$ cat src/rtl/lro_pkg.sv
package lro_pkg;

  localparam int SLOT_W    = 4;
  localparam int NUM_SLOTS = 1 << SLOT_W;
  localparam int COUNT_W   = 5;
  localparam int OP_W      = 2;
  localparam int ENTRIES_DEFAULT = 16;

  typedef enum logic [OP_W-1:0] {
    OP_CLEAR  = 2'd0,
    OP_APPEND = 2'd1,
    OP_TOUCH  = 2'd2,
    OP_DEMOTE = 2'd3
  } op_t;

  typedef enum logic [1:0] {
    CMD_HOLD,
    CMD_APPEND,
    CMD_TO_NEWEST,
    CMD_TO_OLDEST
  } cell_cmd_t;

  // broadcast to every cell
  typedef struct packed {
    cell_cmd_t         cmd;
    logic [SLOT_W-1:0] slot;
  } cell_ctl_t;

  // where a cell stands against the fill count
  typedef struct packed {
    logic live;
    logic at_end;
    logic at_fill;
  } cell_pos_t;

endpackage

$ cat src/rtl/lro_cell.sv
module lro_cell
  import lro_pkg::*;
(
  input  logic              clk,
  input  cell_ctl_t         ctl,
  input  cell_pos_t         pos,
  input  logic [SLOT_W-1:0] left_val,
  input  logic [SLOT_W-1:0] right_val,
  input  logic              prefix_in,
  input  logic              suffix_in,
  output logic [SLOT_W-1:0] val,
  output logic [SLOT_W-1:0] val_next,
  output logic              prefix_out,
  output logic              suffix_out
);

  logic match;

  assign match      = pos.live && (val == ctl.slot);
  assign prefix_out = prefix_in | match;
  assign suffix_out = suffix_in | match;

  always_comb begin
    val_next = val;
    unique case (ctl.cmd)
      CMD_HOLD: val_next = val;
      CMD_APPEND: begin
        if (pos.at_fill) val_next = ctl.slot;
      end
      CMD_TO_NEWEST: begin
        if (prefix_out && pos.live) val_next = pos.at_end ? ctl.slot : right_val;
      end
      CMD_TO_OLDEST: begin
        if (suffix_out && pos.live) val_next = left_val;
      end
      default: val_next = val;
    endcase
  end

  always_ff @(posedge clk) begin
    val <= val_next;
  end

endmodule

$ cat src/rtl/lru_recency_order_unit.sv
// Latency: results are registered, offered the cycle after acceptance if output is free.
// Throughput: one item per cycle; a two-deep output buffer keeps input open while one
// result waits, and in_stall rises only while two results wait.
// Per-cycle work is set by the match chain that ripples along the row of order cells.
// Reset: order empty, count zero, no result pending; cell contents stay unset.
module lru_recency_order_unit
  import lro_pkg::*;
#(
  parameter int ENTRIES = ENTRIES_DEFAULT
) (
  input  logic               clk,
  input  logic               rst,
  input  logic               in_valid,
  output logic               in_stall,
  input  logic [OP_W-1:0]    operation,
  input  logic [SLOT_W-1:0]  slot,
  output logic               out_valid,
  input  logic               out_stall,
  output logic [SLOT_W-1:0]  oldest_slot,
  output logic [SLOT_W-1:0]  newest_slot,
  output logic [COUNT_W-1:0] listed_count,
  output logic               is_empty,
  output logic               refused
);

  typedef struct packed {
    logic [SLOT_W-1:0]  oldest;
    logic [SLOT_W-1:0]  newest;
    logic [COUNT_W-1:0] count;
    logic               empty;
    logic               refused;
  } result_t;

  logic [COUNT_W-1:0]   count, count_next;
  logic [NUM_SLOTS-1:0] listed_bits, listed_next;
  logic                 in_fire, out_fire;
  logic                 inrange, listed, full, refuse;
  cell_ctl_t            ctl;
  cell_pos_t            pos [ENTRIES];
  logic [SLOT_W-1:0]    vals [ENTRIES];
  logic [SLOT_W-1:0]    vals_next [ENTRIES];
  logic [ENTRIES:0]     prefix, suffix;
  result_t              res_new, res_out, res_skid;
  logic                 skid_valid;

  assign in_stall = skid_valid;
  assign in_fire  = in_valid && !in_stall;
  assign out_fire = out_valid && !out_stall;

  assign inrange = int'(slot) < ENTRIES;
  assign listed  = inrange && listed_bits[slot];
  assign full    = int'(count) >= ENTRIES;

  always_comb begin
    count_next  = count;
    listed_next = listed_bits;
    refuse      = 1'b0;
    ctl.cmd     = CMD_HOLD;
    ctl.slot    = slot;
    if (in_fire) begin
      unique case (op_t'(operation))
        OP_CLEAR: begin
          count_next  = '0;
          listed_next = '0;
        end
        OP_APPEND: begin
          if (!inrange || listed || full) begin
            refuse = 1'b1;
          end else begin
            ctl.cmd           = CMD_APPEND;
            listed_next[slot] = 1'b1;
            count_next        = count + COUNT_W'(1);
          end
        end
        OP_TOUCH: begin
          if (!listed) refuse = 1'b1;
          else ctl.cmd = CMD_TO_NEWEST;
        end
        OP_DEMOTE: begin
          if (!listed) refuse = 1'b1;
          else ctl.cmd = CMD_TO_OLDEST;
        end
        default: refuse = 1'b0;
      endcase
    end
  end

  assign prefix[0]       = 1'b0;
  assign suffix[ENTRIES] = 1'b0;

  for (genvar i = 0; i < ENTRIES; i++) begin : g_cell
    logic [SLOT_W-1:0] left_val, right_val;

    assign pos[i].live    = i < int'(count);
    assign pos[i].at_end  = (i + 1) == int'(count);
    assign pos[i].at_fill = i == int'(count);

    if (i == 0) begin : g_first
      assign left_val = slot;
    end else begin : g_mid_l
      assign left_val = vals[i-1];
    end
    if (i == ENTRIES - 1) begin : g_last
      assign right_val = slot;
    end else begin : g_mid_r
      assign right_val = vals[i+1];
    end

    lro_cell u_cell (
      .clk        (clk),
      .ctl        (ctl),
      .pos        (pos[i]),
      .left_val   (left_val),
      .right_val  (right_val),
      .prefix_in  (prefix[i]),
      .suffix_in  (suffix[i+1]),
      .val        (vals[i]),
      .val_next   (vals_next[i]),
      .prefix_out (prefix[i+1]),
      .suffix_out (suffix[i])
    );
  end

  always_comb begin
    res_new.newest = '0;
    for (int i = 0; i < ENTRIES; i++) begin
      if ((i + 1) == int'(count_next)) res_new.newest = res_new.newest | vals_next[i];
    end
    res_new.empty   = count_next == '0;
    res_new.oldest  = res_new.empty ? '0 : vals_next[0];
    res_new.count   = count_next;
    res_new.refused = refuse;
  end

  always_ff @(posedge clk) begin
    if (rst) begin
      count       <= '0;
      listed_bits <= '0;
    end else begin
      count       <= count_next;
      listed_bits <= listed_next;
    end
  end

  always_ff @(posedge clk) begin
    if (rst) begin
      out_valid  <= 1'b0;
      skid_valid <= 1'b0;
    end else if (in_fire) begin
      if (!out_valid || out_fire) begin
        out_valid <= 1'b1;
        res_out   <= res_new;
      end else begin
        skid_valid <= 1'b1;
        res_skid   <= res_new;
      end
    end else if (out_fire) begin
      if (skid_valid) begin
        res_out    <= res_skid;
        skid_valid <= 1'b0;
      end else begin
        out_valid <= 1'b0;
      end
    end
  end

  assign oldest_slot  = res_out.oldest;
  assign newest_slot  = res_out.newest;
  assign listed_count = res_out.count;
  assign is_empty     = res_out.empty;
  assign refused      = res_out.refused;

  a_count_matches_bits: assert property (@(posedge clk) disable iff (rst)
    $countones(listed_bits) == int'(count))
    else $error("fill count out of step with listed bits");

  a_skid_behind_out: assert property (@(posedge clk) disable iff (rst)
    skid_valid |-> out_valid)
    else $error("skid holds an item while output is empty");

  a_refuse_keeps_count: assert property (@(posedge clk) disable iff (rst)
    (in_fire && refuse) |=> (count == $past(count) && listed_bits == $past(listed_bits)))
    else $error("refused item changed the order");

  a_clear_empties: assert property (@(posedge clk) disable iff (rst)
    (in_fire && operation == OP_CLEAR) |=> (count == '0 && listed_bits == '0))
    else $error("clear left slots listed");

endmodule

$ cat config.mk
export PLATFORM = sky130hd
export DESIGN_NAME = lru_recency_order_unit
export DESIGN_NICKNAME = d
export VERILOG_FILES = /design/src/rtl/lro_pkg.sv /design/src/rtl/lro_cell.sv /design/src/rtl/lru_recency_order_unit.sv
export SDC_FILE = /design/constraint.sdc
export NUM_CORES = 1
export LEC_CHECK = 0
export ABC_AREA = 1
export BUFFER_PORTS_ARGS = -buffer_cell sky130_fd_sc_hd__buf_2
export CAP_MARGIN = 30
export CORE_ASPECT_RATIO = 1.2
export CORE_MARGIN = 5
export CORE_UTILIZATION = 40
export CTS_CLUSTER_DIAMETER = 50
export DETAILED_ROUTE_END_ITERATION = 10
export HOLD_SLACK_MARGIN = 0.12
export PLACE_DENSITY = 0.57
export SLEW_MARGIN = 30
export SYNTH_ARGS = -nofsm -noshare
export SYNTH_HDL_FRONTEND = slang
export SYNTH_HIERARCHICAL = 1
export SYNTH_SLANG_ARGS = --single-unit
$ cat constraint.sdc
create_clock -name clk -period 6 [get_ports clk]
set_input_delay 0.3 -clock clk [delete_from_list [all_inputs] [get_ports clk]]
set_output_delay 0.3 -clock clk [all_outputs]
set_load 0.02 [all_outputs]
==> impl_metrics.toml, run 1 <==
[run_status]
status = "completed"

[finish]
nets = 1867
syn_to_final_growth_pct = 11.0
antenna_cells = 0
final_util = 0.452
final_common_cell = "nand2_1"
layout_common_cells = "512 x nand2_1, 289 x nand3_1, 211 x inv_1, 153 x nor2_1, 86 x dfxtp_1"
drive_gt1_frac = 0.140

[route]
dr_total_vias = 12100
drtIter0Drc = 922
viasPerCell = 5.50
routed_wl_um = 37100
drc = 0
wire_per_inst_um = 16.8
drt_pre_antenna_iters = 6
drtAntennaViolNets = 0

[synthesis]
synthArstFlopShare = 0
synth_edf_count = 30
synth_compound_area_frac = 0.0646
syn_avg_cell_area_um2 = 6.10
synth_top_family_by_area = "simple AND/OR/NAND/NOR gates"
yosys-mux-area-fraction = 0.0577
synth.distinct_cells = 35
synth_warnings = 6
ys_seq_elements = 117
synth_xor_xnor_area_share = 0.0126
synth_adder_area_share = 0.00564
synth-simple-area-share = 0.508
syn_inst = 1820
synthFlopType = "dfxtp_1"
ys_seq_area_frac = 0.238
syn_area_um2 = 11100

[setup_path]
arrival_ns = 5.55
cp_common_cell = "nand2_2"
cp_data_required_time_ns = 6.18
slowest_stage = "dfxtp_1"
cp_slowest_stage_delay_ns = 0.60
r2r_cells = 44
crit_path_max_fanout = 12
endpoint_kind = "flip-flop"
start_kind = "flip-flop"
timing_worst_setup_path_type = "flip-flop to flip-flop"

[grt]
grt-ovfl-total = 0
grt_max_degree = 65
antenna_found_initial = 0
grt_pass1_vias = 11700
grt_pass1_wl_um = 59900
grt_usage = 0.237

[clock_network]
htreeDepth = 4
cts_buffer_depth = 2
post_cts_buffers = 0
cts_tree = "built"
clkLatencyLatePin_ns = 0.42
cts.sinks = 117
root_buffer = "clkbuf_16"
clk_pin_slew_ns = 0.06
cts_buffers = 17

[hold_path]
hp-class = "input pin to flip-flop"
whs_path_depth = 2

[die]
row_count = 66
die_h_um = 192
dieWidth_um = 162
dieArea_um2 = 31200
coreArea_um2 = 27300
start_util = 0.407
ios = 27

[flow_run]
drv_cap = 0

[sta]
slew-limit-headroom = 0.356
fmax_mhz = 186
drv_slew = 0
setup_violations = 0
rsz0062_at_grt = "false"
worst_slack_ns = 0.634
post-route-period-util = 0.894
hold_slack_ns = 0.171
hold_viol = 0
fin_tns_setup_ns = 0
clock_skew_ns = 0.0116
period_needed_ns = 5.37
tightest_slew_ns = 0.963

[place]
pre_cts_slack_ns = 0.635
gp_congestion = 0.949
hpwl_um = 27800
port_buffers = 26

[power_and_ir_drop]
p_total_w = 0.00285
p_leak_nw = 5.79
power.density_nw_per_um2 = 231
ir_drop_mv = 0.164
[flip-flops by register name, summed over array words and instances, names as in the netlist]
name / count
listed_count: 5
g_cell.u_cell/val: 64
count: 5
listed_bits: 16
res_skid: 15
out_valid: 1
newest_slot: 4
oldest_slot: 4
in_stall: 1
refused: 1
is_empty: 1
[cell families after synthesis]
group / Yosys count
AND/OR/NAND/NOR: 1196
buffers and inverters: 315
flip-flops: 117
AO/OA/AOI/OAI: 106
multiplexers: 64
XOR/XNOR: 16
adder cells (fa/ha/maj): 5
other: 1
[per-stage QoR]
step	area [µm²]	std cells
5_1_grt	12300	2205
3_5_place_dp	11700	2173
3_3_place_gp	11700	2173
4_1_cts	12300	2205
2_1_floorplan	11100	1821
6_report	12300	2205
[critical path, delay by kind of cell, from the launching register on]
| kind | cells | cell delay, ns |
|---|---|---|
| AO/OA/AOI/OAI | 1 | 0.19 |
| flip-flops | 1 | 0.60 |
| AND/OR/NAND/NOR | 28 | 3.17 |
| buffers and inverters | 15 | 1.16 |
[synth_stat cells (5+ instances only)]
| library cell | number | area [µm²] |
|---|---|---|
| inv_1 | 212 | 796 |
| nor3_1 | 5 | 25.0 |
| buf_2 | 21 | 105 |
| a21oi_1 | 24 | 120 |
| o21ai_0 | 8 | 40.0 |
| nor2_1 | 154 | 578 |
| nand4_1 | 83 | 519 |
| nand3_1 | 289 | 1450 |
| o211ai_1 | 64 | 480 |
| ha_1 | 5 | 62.6 |
| nand3b_1 | 48 | 360 |
| clkbuf_1 | 7 | 26.3 |
| dfxtp_1 | 87 | 1740 |
| buf_6 | 6 | 67.6 |
| nand2_2 | 69 | 432 |
| inv_2 | 51 | 191 |
| buf_1 | 17 | 63.8 |
| edfxtp_1 | 30 | 901 |
| xnor2_1 | 16 | 140 |
| nand3_2 | 24 | 240 |
| nand2_1 | 513 | 1930 |
| mux2i_1 | 64 | 641 |
[routing by layer]
metal | wire length, µm | track usage
met2 | 18200 | 0.423
met1 | 16000 | 0.291
met4 | 1220 | 0.0898
met5 | 0 | 0
met3 | 1630 | 0.0305
[power by group]
part	switching, W	total, W	internal, W
registers	0.000162	0.00107	0.000912
logic	0.000476	0.000737	0.000261
clock network	0.000418	0.00104	0.000622
[cell type report]
class	instances	area (µm²)
multi-input cells	1389	7230
repair buffers	63	433
fillers	2921	14900
flip-flops and latches	117	2640
clock buffers	17	425
inverters	264	991
well taps	340	425
clock inverters	15	168
[final timing paths]
kind                                                  start                     endpoint  slack (ns)
worst min-delay path                                    rst        in_stall$_SDFFE_PP0P_        0.17
worst max register to register          count[1]$_SDFF_PP0_     newest_slot[0]$_DFFE_PP_        0.63
worst max-delay path                    count[1]$_SDFF_PP0_     newest_slot[0]$_DFFE_PP_        0.63
worst min register to register  listed_bits[7]$_SDFFE_PP0P_  listed_bits[7]$_SDFFE_PP0P_        0.45
[what timing repair did]
| action | CTS | global route |
|---|---|---|
| hold buffers | 0 | 0 |
| setup endpoints to repair | 0 | 7 |
| resized for setup | 0 | 4 |
(Power assumes the default switching activity.)
==> inputs of run 2 (changes only) <==
--- a/config.mk
+++ b/config.mk
@@ -8,13 +8,16 @@
 export ABC_AREA = 1
 export BUFFER_PORTS_ARGS = -buffer_cell sky130_fd_sc_hd__buf_2
 export CAP_MARGIN = 30
+export CELL_PAD_IN_SITES_DETAIL_PLACEMENT = 0
+export CELL_PAD_IN_SITES_GLOBAL_PLACEMENT = 1
 export CORE_ASPECT_RATIO = 1.2
 export CORE_MARGIN = 5
 export CORE_UTILIZATION = 40
 export CTS_CLUSTER_DIAMETER = 50
 export DETAILED_ROUTE_END_ITERATION = 10
 export HOLD_SLACK_MARGIN = 0.12
-export PLACE_DENSITY = 0.57
+export PLACE_DENSITY = 0.75
+export REMOVE_ABC_BUFFERS = 1
 export SLEW_MARGIN = 30
 export SYNTH_ARGS = -nofsm -noshare
 export SYNTH_HDL_FRONTEND = slang
==> run 2 against run 1 <==
Compared with the run above:
- register-to-register slack worse by 0.27 ns
- wire length up 7.8%
- maximum frequency down 4.8%
- utilization up 0.18 points
- critical endpoint is now newest_slot[1]$_DFFE_PP_
- global-route usage up 1.7 points
- via count up 0.88%
- sequential share of layout area down 0.085 points
- largest power group unchanged
- highest routed layer unchanged
- sequential power about the same
- clock-buffer cell count unchanged
- largest cell class unchanged
- sequential cell count unchanged
- clock power up 4%
==> impl_metrics.toml, run 2 (same netlist as run 1, synthesis figures left out) <==
[finish]
nets = 1869
syn_to_final_growth_pct = 11.4
layout_common_cells = "512 x nand2_1, 289 x nand3_1, 209 x inv_1, 148 x nor2_1, 86 x dfxtp_1"
regMostFlops = "g_cell.u_cell/val"
final_common_cell = "nand2_1"
top_regs = "g_cell.u_cell/val: 64 flops, listed_bits: 16 flops, res_skid: 15 flops"
final_cells = 2208
largest_reg_flops = 64
final_cell_area_um2 = 12400
drive_gt1_frac = 0.145

[flow_run]
drv_cap = 0

[setup_path]
worst-path-buf-inv = 16
cp_slowest_stage_delay_ns = 0.37
r2r_slack_ns = 0.37
slowest_stage = "dfxtp_1"
endpoint_kind = "flip-flop"
cp_data_required_time_ns = 6.17
start_kind = "flip-flop"
arrival_ns = 5.81
timing_worst_setup_path_type = "flip-flop to flip-flop"
crit_family = "simple AND/OR/NAND/NOR gates"
crit_path_max_fanout = 18

[route]
dr_total_vias = 12200
drc = 0
drtIter0Drc = 1023
wire_per_inst_um = 18.1
routed_wl_um = 39900
viasPerCell = 5.54
drt_pre_antenna_iters = 5
drtAntennaViolNets = 0

[grt]
grt_pass1_vias = 11800
grt_max_degree = 54
grt-ovfl-total = 0
grt_pass1_wl_um = 63500
antenna_found_initial = 0
grt_usage = 0.254

[sta]
period_needed_ns = 5.63
fmax_mhz = 177
tightest_slew_ns = 0.982
setup_violations = 0
hold_viol = 0
slew-limit-headroom = 0.345
clock_skew_ns = 0.0107
drv_slew = 0
post-route-period-util = 0.939
worst_slack_ns = 0.365

[place]
hpwl_um = 30200
gp_congestion = 0.974
placed_area_um2 = 11700
dpl.cell_count = 2175
pre_cts_slack_ns = 0.275
port_buffers = 26

[clock_network]
cts_tree = "built"
clkLatencyLatePin_ns = 0.42
cts.sinks = 117
cts_buffer_depth = 2
clk_pin_slew_ns = 0.06
cts_buffers = 17
root_buffer = "clkbuf_16"
cts_hold_buffers = 0
htreeDepth = 4

[power_and_ir_drop]
p_total_w = 0.00291
ir_drop_mv = 0.179
sw_frac_of_total = 0.368
combPwrFrac = 0.256
p_int_w = 0.00184
p_leak_nw = 5.81
power.density_nw_per_um2 = 235
p_sw_w = 0.00107
clock_power_share = 0.372
seqPwrFrac = 0.372

[die]
ios = 27
row_count = 66
die_h_um = 192
dieArea_um2 = 31200
dieWidth_um = 162
start_util = 0.407
coreArea_um2 = 27300

[run_status]
status = "completed"

[hold_path]
hp-class = "input pin to flip-flop"
-- run 2: cell count changes in the layout (fill, tap and decap cells not counted), moves of 2 or more --
cell / previous run / this run
inv_1: 211 / 209
buf_4: 35 / 37
nor2_2: 5 / 10
clkinv_4: 3 / 7
clkinv_2: 2 / 0
nor2_1: 153 / 148
inv_2: 52 / 54
-- run 2: timing repair --
action                                  4_1_cts  5_1_grt
endpoints found under the setup margin        0        8
resized for setup                             0       12
buffers inserted                              0        0
-- run 2: worst reg2reg max path: cells and delay by family, from the launching register on --
| family | cells | cell delay, ns |
|---|---|---|
| and+or+nand+nor | 30 | 3.66 |
| DFF | 1 | 0.37 |
| buffers and inverters | 16 | 1.39 |
-- run 2: cell type report --
cell class	instances	area [µm²]
fill	2929	14900
multi-input combinational	1389	7250
clock inverter	15	195
inverter	264	991
sequential	117	2640
antenna	1	2.50
clock buffer	17	425
tap	340	425
timing repair buffer	65	439
-- run 2: final timing paths --
path              cells after the start                        start                     endpoint
hold / removal                        2                          rst        in_stall$_SDFFE_PP0P_
hold reg to reg                       2  listed_bits[0]$_SDFFE_PP0P_  listed_bits[0]$_SDFFE_PP0P_
setup reg to reg                     46          count[4]$_SDFF_PP0_     newest_slot[1]$_DFFE_PP_
setup / recovery                     46          count[4]$_SDFF_PP0_     newest_slot[1]$_DFFE_PP_
-- run 2: power by group through the flow --
stage	registers [W]	clock network [W]	logic, W
5_1_grt	0.00110	0.00113	0.000835
2_1_floorplan	0.00103	0	0.000531
3_3_place_gp	0.00110	0	0.000734
6_report	0.00108	0.00108	0.000745
4_1_cts	0.00108	0.00110	0.000739
3_5_place_dp	0.00110	0	0.000735
-- run 2: routing by layer --
metal | up-vias | share of wire | track usage
li1 | 6095 | - | -
met1 | 5661 | 0.43 | 0.316
met2 | 392 | 0.50 | 0.464
met3 | 85 | 0.046 | 0.0246
met4 | 0 | 0.025 | 0.0774
met5 | - | 0 | 0
-- run 2: stage by stage --
| step | setup TNS [ns] | hold slack [ns] | util |
|---|---|---|---|
| 3_3_place_gp | 0 | 0.437 | 0.430 |
| 3_5_place_dp | 0 | 0.442 | 0.430 |
| 6_report | 0 | 0.147 | 0.454 |
| 5_1_grt | -0.0328 | 0.156 | 0.454 |
| 2_1_floorplan | 0 | 0.369 | - |
| 4_1_cts | 0 | 0.139 | 0.453 |
==> inputs of run 3 (changes only) <==
--- a/config.mk
+++ b/config.mk
@@ -12,12 +12,14 @@
 export CELL_PAD_IN_SITES_GLOBAL_PLACEMENT = 1
 export CORE_ASPECT_RATIO = 1.2
 export CORE_MARGIN = 5
-export CORE_UTILIZATION = 40
+export CORE_UTILIZATION = 46
 export CTS_CLUSTER_DIAMETER = 50
 export DETAILED_ROUTE_END_ITERATION = 10
 export HOLD_SLACK_MARGIN = 0.12
-export PLACE_DENSITY = 0.75
+export PLACE_DENSITY = 0.85
 export REMOVE_ABC_BUFFERS = 1
+export SETUP_SLACK_MARGIN = 0.3
+export SKIP_CTS_REPAIR_TIMING = 1
 export SLEW_MARGIN = 30
 export SYNTH_ARGS = -nofsm -noshare
 export SYNTH_HDL_FRONTEND = slang
==> run 3 against run 2 <==
Compared with the run above:
- die area shrank 12%
- non-clock buffer count shrank 4
- wire length shrank 6.8%
- design area is essentially flat
- global-route usage grew 0.82 points
- total power shrank 0.50%
- register-to-register slack gained 0.38 ns
- clock skew grew 0.0012 ns
- worst setup slack gained 0.38 ns
- largest power group is now the clock network
- sequential power is essentially flat
- sequential cell count is the same
- critical path depth grew 4
==> impl_metrics.toml, run 3 (same netlist as run 1, synthesis figures left out) <==
[clock_network]
root_buffer = "clkbuf_16"
htreeDepth = 4
clkLatencyLatePin_ns = 0.42
clk_pin_slew_ns = 0.06
cts_tree = "built"
cts_buffer_depth = 2
cts_buffers = 17
cts.sinks = 117

[power_and_ir_drop]
p_total_w = 0.00289
p_leak_nw = 5.81
p_int_w = 0.00188
clock_power_share = 0.372
p_sw_w = 0.00101
power.density_nw_per_um2 = 234
combPwrFrac = 0.258
ir_drop_mv = 0.195
sw_frac_of_total = 0.350
seqPwrFrac = 0.370

[route]
viasPerCell = 5.57
drtAntennaViolNets = 0
drt_pre_antenna_iters = 6
drc = 0
routed_wl_um = 37200
wire_per_inst_um = 17.0
dr_total_vias = 12200
drtIter0Drc = 963

[place]
pre_cts_slack_ns = 0.395
port_buffers = 26
hpwl_um = 27900
gp_congestion = 0.959

[sta]
hold_viol = 0
slew-limit-headroom = 0.374
worst_slack_ns = 0.747
fmax_mhz = 190
post-route-period-util = 0.876
setup_violations = 0
tightest_slew_ns = 0.936
fin_tns_setup_ns = 0
rsz0062_at_grt = "false"
drv_slew = 0
clock_skew_ns = 0.0119
period_needed_ns = 5.25

[setup_path]
crit_path_start = "count[2]$_SDFF_PP0_"
rr_startpoint = "count[2]$_SDFF_PP0_"
worst-path-buf-inv = 18
arrival_ns = 5.43
start_kind = "flip-flop"
crit_family = "simple AND/OR/NAND/NOR gates"
crit_path_max_fanout = 11
slowest_stage = "dfxtp_4"
cp_slowest_stage_delay_ns = 0.38
endpoint_kind = "flip-flop"
cp_data_required_time_ns = 6.17
cp_common_cell = "inv_1"
timing_worst_setup_path_type = "flip-flop to flip-flop"

[finish]
layout_common_cells = "512 x nand2_1, 289 x nand3_1, 208 x inv_1, 151 x nor2_1, 83 x nand4_1"
antenna_cells = 0
top_regs = "g_cell.u_cell/val: 64 flops, listed_bits: 16 flops, res_skid: 15 flops"
final_common_cell = "nand2_1"
syn_to_final_growth_pct = 11.4
nets = 1865
drive_gt1_frac = 0.142
regMostFlops = "g_cell.u_cell/val"
n_fill_cell = 2530
largest_reg_flops = 64

[die]
dieArea_um2 = 27300
dieWidth_um = 152
start_util = 0.465
die_h_um = 180
coreArea_um2 = 23900
ios = 27
row_count = 62

[flow_run]
drv_cap = 0

[run_status]
status = "completed"

[grt]
grt_pass1_wl_um = 59300
grt_pass1_vias = 11200
grt_max_degree = 48
grt_usage = 0.262
antenna_found_initial = 0
grt-ovfl-total = 0

[hold_path]
hp-class = "input pin to flip-flop"
hold_start = "rst"
## run 3: final cells by class
type | count | area (µm²) | share of cell area
multi-input combinational | 1389 | 7270 | 0.588
sequential | 117 | 2660 | 0.215
inverter | 264 | 991 | 0.0802
clock buffer | 25 | 505 | 0.0409
timing repair buffer | 61 | 422 | 0.0341
tap | 320 | 400 | 0.0324
clock inverter | 7 | 119 | 0.00962
## run 3: final timing paths
kind                                                      to  slack [ns]  depth (start not counted)
worst max register to register      newest_slot[0]$_DFFE_PP_        0.75                         50
worst min-delay path                     count[0]$_SDFF_PP0_        0.17                          2
worst min register to register  listed_bits[10]$_SDFFE_PP0P_        0.45                          2
worst max-delay path                newest_slot[0]$_DFFE_PP_        0.75                         50
## run 3: power by group through the flow
stage                     clock (W)  combinational (W)  sequential (W)
after detailed placement          0           0.000731         0.00109
after global routing        0.00112           0.000835         0.00109
after CTS                   0.00108           0.000735         0.00107
final                       0.00108           0.000745         0.00107
after global placement            0           0.000727         0.00109
after floorplan                   0           0.000531         0.00103
## run 3: metal layers
metal	GRT usage	routed length, µm
met5	0	0
met4	0.0874	1030
met3	0.0329	2040
met2	0.452	17900
met1	0.340	16200
## run 3: metrics by stage
| step | util | hold WS [ns] | instances | cell area (µm²) |
|---|---|---|---|---|
| floorplan | - | 0.369 | 1770 | 10800 |
| global placement | 0.489 | 0.437 | 2151 | 11700 |
| detailed placement | 0.489 | 0.440 | 2151 | 11700 |
| CTS | 0.515 | 0.161 | 2183 | 12300 |
| global route | 0.517 | 0.159 | 2183 | 12400 |
| finish | 0.517 | 0.174 | 2183 | 12400 |
